### config.mk
export PLATFORM = sky130hd
export DESIGN_NAME = scancode_to_ascii_decoder_flat
export DESIGN_NICKNAME = d
export VERILOG_FILES = /design/src/hw/rtl/sca_pkg.sv /design/src/hw/rtl/sca_code_if.sv /design/src/hw/rtl/sca_char_if.sv /design/src/hw/rtl/scancode_to_ascii_decoder.sv /design/src/hw/rtl/sca_in_stage.sv /design/src/hw/rtl/sca_decode.sv /design/src/hw/rtl/sca_out_stage.sv /design/src/flat_wrapper.sv
export SDC_FILE = /design/constraint.sdc
export NUM_CORES = 1
export LEC_CHECK = 0
export ABC_AREA = 1
export BUFFER_PORTS_ARGS = -buffer_cell sky130_fd_sc_hd__clkbuf_2
export CORE_ASPECT_RATIO = 1.4
export CORE_MARGIN = 2
export CORE_UTILIZATION = 53
export CTS_CLUSTER_DIAMETER = 200
export DETAILED_ROUTE_END_ITERATION = 8
export PLACE_DENSITY = 0.74
export SETUP_SLACK_MARGIN = 0.05
export SLEW_MARGIN = 40
export SYNTH_ARGS = -nofsm -noshare
export SYNTH_HDL_FRONTEND = slang
export SYNTH_HIERARCHICAL = 1
export SYNTH_SLANG_ARGS = --single-unit
### constraint.sdc
create_clock -name clk_i -period 8.7 [get_ports clk_i]
set_input_delay 1.305 -clock clk_i [delete_from_list [all_inputs] [get_ports clk_i]]
set_output_delay 1.305 -clock clk_i [all_outputs]
set_load 0.05 [all_outputs]
### src/hw/rtl/sca_pkg.sv
// Package with the scan code constants, the key map tables and shared types.
`default_nettype none
package sca_pkg;

  localparam logic [7:0] PrefixCode = 8'hE0;
  localparam logic [6:0] LShiftCode = 7'h2A;
  localparam logic [6:0] RShiftCode = 7'h36;
  localparam logic [6:0] CapsCode   = 7'h3A;
  localparam logic [6:0] LetterLow  = 7'h61;
  localparam logic [6:0] LetterHigh = 7'h7A;

  typedef struct packed {
    logic       emit;
    logic [6:0] ascii_char;
  } sca_dec_t;

  function automatic logic [6:0] rom_plain(input logic [6:0] code);
    logic [6:0] ch;
    unique case (code)
      7'd1:    ch = 7'h1B;
      7'd2:    ch = 7'h31;
      7'd3:    ch = 7'h32;
      7'd4:    ch = 7'h33;
      7'd5:    ch = 7'h34;
      7'd6:    ch = 7'h35;
      7'd7:    ch = 7'h36;
      7'd8:    ch = 7'h37;
      7'd9:    ch = 7'h38;
      7'd10:   ch = 7'h39;
      7'd11:   ch = 7'h30;
      7'd12:   ch = 7'h2D;
      7'd13:   ch = 7'h3D;
      7'd14:   ch = 7'h08;
      7'd15:   ch = 7'h09;
      7'd16:   ch = 7'h71;
      7'd17:   ch = 7'h77;
      7'd18:   ch = 7'h65;
      7'd19:   ch = 7'h72;
      7'd20:   ch = 7'h74;
      7'd21:   ch = 7'h79;
      7'd22:   ch = 7'h75;
      7'd23:   ch = 7'h69;
      7'd24:   ch = 7'h6F;
      7'd25:   ch = 7'h70;
      7'd26:   ch = 7'h5B;
      7'd27:   ch = 7'h5D;
      7'd28:   ch = 7'h0A;
      7'd30:   ch = 7'h61;
      7'd31:   ch = 7'h73;
      7'd32:   ch = 7'h64;
      7'd33:   ch = 7'h66;
      7'd34:   ch = 7'h67;
      7'd35:   ch = 7'h68;
      7'd36:   ch = 7'h6A;
      7'd37:   ch = 7'h6B;
      7'd38:   ch = 7'h6C;
      7'd39:   ch = 7'h3B;
      7'd40:   ch = 7'h27;
      7'd41:   ch = 7'h60;
      7'd43:   ch = 7'h5C;
      7'd44:   ch = 7'h7A;
      7'd45:   ch = 7'h78;
      7'd46:   ch = 7'h63;
      7'd47:   ch = 7'h76;
      7'd48:   ch = 7'h62;
      7'd49:   ch = 7'h6E;
      7'd50:   ch = 7'h6D;
      7'd51:   ch = 7'h2C;
      7'd52:   ch = 7'h2E;
      7'd53:   ch = 7'h2F;
      7'd55:   ch = 7'h2A;
      7'd57:   ch = 7'h20;
      default: ch = 7'h00;
    endcase
    return ch;
  endfunction

  function automatic logic [6:0] rom_shift(input logic [6:0] code);
    logic [6:0] ch;
    unique case (code)
      7'd1:    ch = 7'h1B;
      7'd2:    ch = 7'h21;
      7'd3:    ch = 7'h40;
      7'd4:    ch = 7'h23;
      7'd5:    ch = 7'h24;
      7'd6:    ch = 7'h25;
      7'd7:    ch = 7'h5E;
      7'd8:    ch = 7'h26;
      7'd9:    ch = 7'h2A;
      7'd10:   ch = 7'h28;
      7'd11:   ch = 7'h29;
      7'd12:   ch = 7'h5F;
      7'd13:   ch = 7'h2B;
      7'd14:   ch = 7'h08;
      7'd15:   ch = 7'h09;
      7'd16:   ch = 7'h51;
      7'd17:   ch = 7'h57;
      7'd18:   ch = 7'h45;
      7'd19:   ch = 7'h52;
      7'd20:   ch = 7'h54;
      7'd21:   ch = 7'h59;
      7'd22:   ch = 7'h55;
      7'd23:   ch = 7'h49;
      7'd24:   ch = 7'h4F;
      7'd25:   ch = 7'h50;
      7'd26:   ch = 7'h7B;
      7'd27:   ch = 7'h7D;
      7'd28:   ch = 7'h0A;
      7'd30:   ch = 7'h41;
      7'd31:   ch = 7'h53;
      7'd32:   ch = 7'h44;
      7'd33:   ch = 7'h46;
      7'd34:   ch = 7'h47;
      7'd35:   ch = 7'h48;
      7'd36:   ch = 7'h4A;
      7'd37:   ch = 7'h4B;
      7'd38:   ch = 7'h4C;
      7'd39:   ch = 7'h3A;
      7'd40:   ch = 7'h22;
      7'd41:   ch = 7'h7E;
      7'd43:   ch = 7'h7C;
      7'd44:   ch = 7'h5A;
      7'd45:   ch = 7'h58;
      7'd46:   ch = 7'h43;
      7'd47:   ch = 7'h56;
      7'd48:   ch = 7'h42;
      7'd49:   ch = 7'h4E;
      7'd50:   ch = 7'h4D;
      7'd51:   ch = 7'h3C;
      7'd52:   ch = 7'h3E;
      7'd53:   ch = 7'h3F;
      7'd55:   ch = 7'h2A;
      7'd57:   ch = 7'h20;
      default: ch = 7'h00;
    endcase
    return ch;
  endfunction

endpackage
`default_nettype wire

### src/hw/rtl/sca_code_if.sv
// Interface for the scan code input channel.
`default_nettype none
interface sca_code_if;
  logic       valid;
  logic       ready;
  logic [7:0] scan_code;

  modport source (output valid, output scan_code, input ready);
  modport sink (input valid, input scan_code, output ready);
endinterface
`default_nettype wire

### src/hw/rtl/sca_char_if.sv
// Interface for the ASCII character output channel.
`default_nettype none
interface sca_char_if;
  logic       valid;
  logic       ready;
  logic [6:0] ascii_char;

  modport source (output valid, output ascii_char, input ready);
  modport sink (input valid, input ascii_char, output ready);
endinterface
`default_nettype wire

### src/hw/rtl/scancode_to_ascii_decoder.sv
// Scan codes pass the single input register, characters the single output register.
// Throughput: one scan code per cycle while the output is not stalled.
// Bytes that give no character leave the input register even while the output stalls.
// Reset clears the shift, caps lock and prefix flags and both valid registers.
// Top level of the scan code set 1 to ASCII decoder.
`default_nettype none
module scancode_to_ascii_decoder (
  input  logic        clk_i,
  input  logic        rst_ni,
  sca_code_if.sink    code_i,
  sca_char_if.source  char_o
);
  import sca_pkg::*;

  logic       in_valid;
  logic [7:0] in_code;
  logic       advance;
  logic       space;
  sca_dec_t   dec;

  assign advance = in_valid && (!dec.emit || space);

  sca_in_stage u_in (
    .clk_i       (clk_i),
    .rst_ni      (rst_ni),
    .valid_i     (code_i.valid),
    .scan_code_i (code_i.scan_code),
    .advance_i   (advance),
    .ready_o     (code_i.ready),
    .valid_o     (in_valid),
    .scan_code_o (in_code)
  );

  sca_decode u_dec (
    .clk_i       (clk_i),
    .rst_ni      (rst_ni),
    .scan_code_i (in_code),
    .fire_i      (advance),
    .dec_o       (dec)
  );

  sca_out_stage u_out (
    .clk_i        (clk_i),
    .rst_ni       (rst_ni),
    .load_i       (advance && dec.emit),
    .dec_i        (dec),
    .ready_i      (char_o.ready),
    .space_o      (space),
    .valid_o      (char_o.valid),
    .ascii_char_o (char_o.ascii_char)
  );

endmodule
`default_nettype wire

### src/hw/rtl/sca_in_stage.sv
// Input register that holds one scan code byte until it is decoded.
`default_nettype none
module sca_in_stage (
  input  logic       clk_i,
  input  logic       rst_ni,
  input  logic       valid_i,
  input  logic [7:0] scan_code_i,
  input  logic       advance_i,
  output logic       ready_o,
  output logic       valid_o,
  output logic [7:0] scan_code_o
);

  logic       valid_q, valid_d;
  logic [7:0] code_q;

  assign ready_o = !valid_q || advance_i;
  assign valid_d = ready_o ? valid_i : valid_q;

  always_ff @(posedge clk_i or negedge rst_ni) begin
    if (!rst_ni) begin
      valid_q <= 1'b0;
    end else begin
      valid_q <= valid_d;
    end
  end

  always_ff @(posedge clk_i) begin
    if (valid_i && ready_o) begin
      code_q <= scan_code_i;
    end
  end

  assign valid_o     = valid_q;
  assign scan_code_o = code_q;

endmodule
`default_nettype wire

### src/hw/rtl/sca_decode.sv
// Modifier flags and key map lookup for one scan code byte.
`default_nettype none
module sca_decode (
  input  logic              clk_i,
  input  logic              rst_ni,
  input  logic [7:0]        scan_code_i,
  input  logic              fire_i,
  output sca_pkg::sca_dec_t dec_o
);
  import sca_pkg::*;

  logic       lshift_q, lshift_d;
  logic       rshift_q, rshift_d;
  logic       caps_q, caps_d;
  logic       prefix_q, prefix_d;
  logic       released;
  logic [6:0] code;
  logic [6:0] plain_ch;
  logic [6:0] shift_ch;
  logic       is_letter;
  logic       shifted;
  logic       lookup;

  assign released  = scan_code_i[7];
  assign code      = scan_code_i[6:0];
  assign plain_ch  = rom_plain(code);
  assign shift_ch  = rom_shift(code);
  assign is_letter = (plain_ch >= LetterLow) && (plain_ch <= LetterHigh);
  assign shifted   = (lshift_q || rshift_q) ^ (caps_q && is_letter);

  always_comb begin
    lshift_d = lshift_q;
    rshift_d = rshift_q;
    caps_d   = caps_q;
    prefix_d = prefix_q;
    lookup   = 1'b0;
    if (scan_code_i == PrefixCode) begin
      prefix_d = 1'b1;
    end else if (prefix_q) begin
      prefix_d = 1'b0;
    end else if (code == LShiftCode) begin
      lshift_d = !released;
    end else if (code == RShiftCode) begin
      rshift_d = !released;
    end else if (code == CapsCode) begin
      if (!released) begin
        caps_d = !caps_q;
      end
    end else begin
      lookup = !released;
    end
  end

  always_comb begin
    dec_o.ascii_char = shifted ? shift_ch : plain_ch;
    dec_o.emit       = lookup && (dec_o.ascii_char != 7'h00);
  end

  always_ff @(posedge clk_i or negedge rst_ni) begin
    if (!rst_ni) begin
      lshift_q <= 1'b0;
      rshift_q <= 1'b0;
      caps_q   <= 1'b0;
      prefix_q <= 1'b0;
    end else if (fire_i) begin
      lshift_q <= lshift_d;
      rshift_q <= rshift_d;
      caps_q   <= caps_d;
      prefix_q <= prefix_d;
    end
  end

`ifndef SYNTHESIS
  assert property (@(posedge clk_i) disable iff (!rst_ni)
    dec_o.emit |-> (dec_o.ascii_char != 7'h00))
    else $error("Decoder emits a zero character.");

  assert property (@(posedge clk_i) disable iff (!rst_ni)
    fire_i && (scan_code_i == PrefixCode) |=> prefix_q)
    else $error("Prefix byte did not set the prefix flag.");

  assert property (@(posedge clk_i) disable iff (!rst_ni)
    dec_o.emit |-> (!released && !prefix_q))
    else $error("Character emitted for a break code or a prefixed byte.");
`endif

endmodule
`default_nettype wire

### src/hw/rtl/sca_out_stage.sv
// Output register that holds one ASCII character until it is taken.
`default_nettype none
module sca_out_stage (
  input  logic              clk_i,
  input  logic              rst_ni,
  input  logic              load_i,
  input  sca_pkg::sca_dec_t dec_i,
  input  logic              ready_i,
  output logic              space_o,
  output logic              valid_o,
  output logic [6:0]        ascii_char_o
);
  import sca_pkg::*;

  logic       valid_q, valid_d;
  logic [6:0] char_q;

  assign space_o = !valid_q || ready_i;

  always_comb begin
    valid_d = valid_q;
    if (load_i) begin
      valid_d = 1'b1;
    end else if (ready_i) begin
      valid_d = 1'b0;
    end
  end

  always_ff @(posedge clk_i or negedge rst_ni) begin
    if (!rst_ni) begin
      valid_q <= 1'b0;
    end else begin
      valid_q <= valid_d;
    end
  end

  always_ff @(posedge clk_i) begin
    if (load_i) begin
      char_q <= dec_i.ascii_char;
    end
  end

  assign valid_o      = valid_q;
  assign ascii_char_o = char_q;

endmodule
`default_nettype wire
### src/flat_wrapper.sv
// flat-port wrapper written by rule: the top's interface ports become plain ports
module scancode_to_ascii_decoder_flat import sca_pkg::*;
  (clk_i, rst_ni, code_i_valid, code_i_scan_code, code_i_ready, char_o_valid, char_o_ascii_char, char_o_ready);
  sca_code_if code_i_i ();
  sca_char_if char_o_i ();
  input  logic clk_i;
  input  logic rst_ni;
  input wire logic [$bits(code_i_i.valid)-1:0] code_i_valid;
  input wire logic [$bits(code_i_i.scan_code)-1:0] code_i_scan_code;
  output wire logic [$bits(code_i_i.ready)-1:0] code_i_ready;
  output wire logic [$bits(char_o_i.valid)-1:0] char_o_valid;
  output wire logic [$bits(char_o_i.ascii_char)-1:0] char_o_ascii_char;
  input wire logic [$bits(char_o_i.ready)-1:0] char_o_ready;
  assign code_i_i.valid = code_i_valid;
  assign code_i_i.scan_code = code_i_scan_code;
  assign code_i_ready = code_i_i.ready;
  assign char_o_valid = char_o_i.valid;
  assign char_o_ascii_char = char_o_i.ascii_char;
  assign char_o_i.ready = char_o_ready;
  scancode_to_ascii_decoder u_core (.clk_i(clk_i), .rst_ni(rst_ni), .code_i(code_i_i), .char_o(char_o_i));
endmodule
==> impl_metrics.ini <==
[die]
die_y_um = 81.3
rows = 28
dieArea_sq_mm = 0.00481
num_io_pins = 21
die_w_um = 59.2
core_area_sq_mm = 0.00417
initial_core_util_pct = 54.2

[critical_path]
startpoint_type = register
rr_startpoint = u_core/u_in/scan_code_o[1]$_DFFE_PP_
crit_chain = inv_1 > ha_1 > inv_1 > a21oi_1 > nand2_1 > nand2_1 > nand2_1 > nand2_1 > nand2_1 > nand2_2 > o21ai_2 > nand2_2 > nand4_2 > nand3_1 > nand2_2 > nor2_1 > nand2_1 > nor2_1 > nor2_1 > a21oi_2 > inv_1 > nand2_1 > clkbuf_2
required_ns = 7.39
worst-setup-path-type = reg2out
crit_arrival_ns = 3.87
crit_path_frequent_cell = nand2_1
cpMaxStageDelayCell = edfxtp_1
cp_max_fo = 11
cp-end-kind = output port
crit_start = u_core/u_in/scan_code_o[1]$_DFFE_PP_
slowest_delay_ns = 0.55

[clocking]
postCtsResizedCells = 0
insertion_delay_ns = 0.26
hold_buffers = 0
cts.path.max_buffers = 2
cts_max_level = 1
cts_sinks = 21
numCtsBuffers = 3
clkTransAtPathRegs_ns = 0.08
cts_tree = yes
clock-root-buffer = clkbuf_8
post_cts_buffers = 0

[global_routing]
grt_usage_pct = 25.7
first_global_vias = 2127
grt_overflow = 0
antenna_found_initial = 0
grt_pass1_wl_mm = 9.55
grt_start_max_net_pins = 30

[finish]
antenna_cells = 0
final_area_sq_mm = 0.00236
n_fill_cell = 398
drive_gt1_share_pct = 18.1
area_growth_pct = 4.60
utilization_pct = 56.7
final_nets = 375

[timing]
layout_setup_ws_ns = 3.52
fin_tns_setup_ns = 0
max_freq_mhz = 193
rsz0062_at_grt = no
finalHoldViolations = 0
relSlewSlack_pct = 65.3
min_period_ns = 5.18
setup_violations = 0
worst_slew_pin_slew_ns = 0.515
skew_ns = 0.00244
min_period_over_period_pct = 59.5
drv_slew = 0

[place]
placed_area_sq_mm = 0.00231
placement.io_buffers = 20
pre_cts_ws_ns = 3.85
routabilityCongestion = 0.993
hpwl_mm = 4.54

[drt]
routedWlPerCell_um = 14.9
drt_iter0_drc = 187
num_vias = 2317
drt_wl_total_mm = 5.85
avgViaCountPerCell = 5.90
firstDrtPassIters = 5
drc_errors = 0
postRouteAntennaNets = 0

[yosys]
synth-edff-count = 15
ys_dominant_reg_cell = edfxtp_1
synthCells = 334
synth_fp_nets = 360
synth_common_cells = nand2_1 (106), nand3_1 (39), inv_1 (26), nor2_1 (21), a21oi_1 (20)
synthTopCellsByArea = edfxtp_1 (20%), nand2_1 (18%), nand3_1 (8.6%)
synth_most_common_cell = nand2_1
synth-seq-cells = 21
syn_area_per_cell_sq_um = 6.77
synth_top_cell_by_area = edfxtp_1
async_reset_ff_share_pct = 28.6
ys_warn_count = 6
yosysUniqueCellTypes = 40
synth_area_sq_mm = 0.00226
yosysSeqAreaShare_pct = 26.6
synth.top_cell.area_share_pct = 19.9

[min_path]
hold_start = u_core/u_out/valid_o$_DFFE_PN0P_
worstHoldPathType = reg2reg

[power]
power.total_mw = 0.368
power_density_mw_per_mm2 = 156
peakVddDrop_mv = 0.0975
cellLeakagePower_nw = 1.22

[run]
cap_violations = 0

[status]
outcome = finished, final reports clean
where the power goes:
part / switching, mW / leakage, nW / internal [mW]
sequential: 0.0101 / 0.220 / 0.124
clock: 0.0325 / 0.0228 / 0.0326
combinational: 0.120 / 0.976 / 0.0486
flip-flops by register name, indices dropped and copies added (netlist names):
name and count:
u_core/u_dec/caps_q 1, u_core/u_dec/lshift_q 1, u_core/u_dec/prefix_q 1, u_core/u_dec/rshift_q 1, u_core/u_in/scan_code_o 8, u_core/u_in/valid_o 1
u_core/u_out/ascii_char_o 7, u_core/u_out/valid_o 1
cell families (layout without fill, tap and decap cells):
logic type / count (synthesis) / after routing / share of synthesized area (%)
buf+inv: 46 / 60 / 10.9
fa+ha+maj: 14 / 14 / 7.75
flops: 21 / 21 / 26.6
simple gates: 203 / 203 / 41.4
xor+xnor: 1 / 1 / 0.388
compound gates: 49 / 49 / 13.0
placed cells by master (no fill, tap or decap), types with 4 or more instances in the layout:
| cell type | n |
|---|---|
| nand2_1 | 106 |
| nand3_1 | 39 |
| inv_1 | 26 |
| nor2_1 | 21 |
| clkbuf_2 | 20 |
| a21oi_1 | 19 |
| edfxtp_1 | 15 |
| ha_1 | 14 |
| nand2_2 | 13 |
| o21ai_0 | 10 |
| nor3_1 | 7 |
| inv_2 | 6 |
| dfrtp_1 | 6 |
| a21oi_2 | 4 |
| o21ai_1 | 4 |
final timing paths:
| kind | cells after the start | slack [ns] | to |
|---|---|---|---|
| worst max-delay path | 23 | 3.52 | code_i_ready |
| worst min-delay path | 2 | 0.52 | u_core/u_out/valid_o$_DFFE_PN0P_ |
| worst max register to register | 26 | 4.61 | u_core/u_dec/caps_q$_DFFE_PN0P_ |
| worst min register to register | 2 | 0.52 | u_core/u_out/valid_o$_DFFE_PN0P_ |
| max in group asynchronous | 1 | 7.69 | u_core/u_dec/caps_q$_DFFE_PN0P_ |
| min in group asynchronous | 1 | 0.86 | u_core/u_in/valid_o$_DFFE_PN0P_ |
per-layer routing:
metal	GRT usage, %	wire length (um)	up-vias
li1	-	-	1132
met3	3.18	428	39
met5	0	0	-
met2	43.7	2830	151
met1	29.0	2170	995
met4	17.7	421	0
stage by stage:
stage / hold WS [ns] / std cells
after floorplan: 0.459 / 334
after detailed placement: 0.508 / 389
after global placement: 0.482 / 389
final: 0.520 / 393
after CTS: 0.522 / 393
after global routing: 0.540 / 393
cell type report:
cell class / instances / area [sq um] / area share [%]
multi-input combinational: 267 / 1420 / 59.9
sequential: 21 / 601 / 25.4
inverter: 34 / 130 / 5.51
timing repair buffer: 22 / 115 / 4.87
tap: 45 / 56.3 / 2.38
clock buffer: 4 / 45.0 / 1.91
worst max-delay path: cells and delay by family (launching register included):
family                   cells  cell delay (ns)
AO/OA/AOI/OAI                3             0.52
adder cells (fa/ha/maj)      1             0.34
flip-flops                   1             0.55
buffers and inverters        4             0.75
AND/OR/NAND/NOR             15             1.44
No activity file was read; power rests on OpenSTA's default activity.
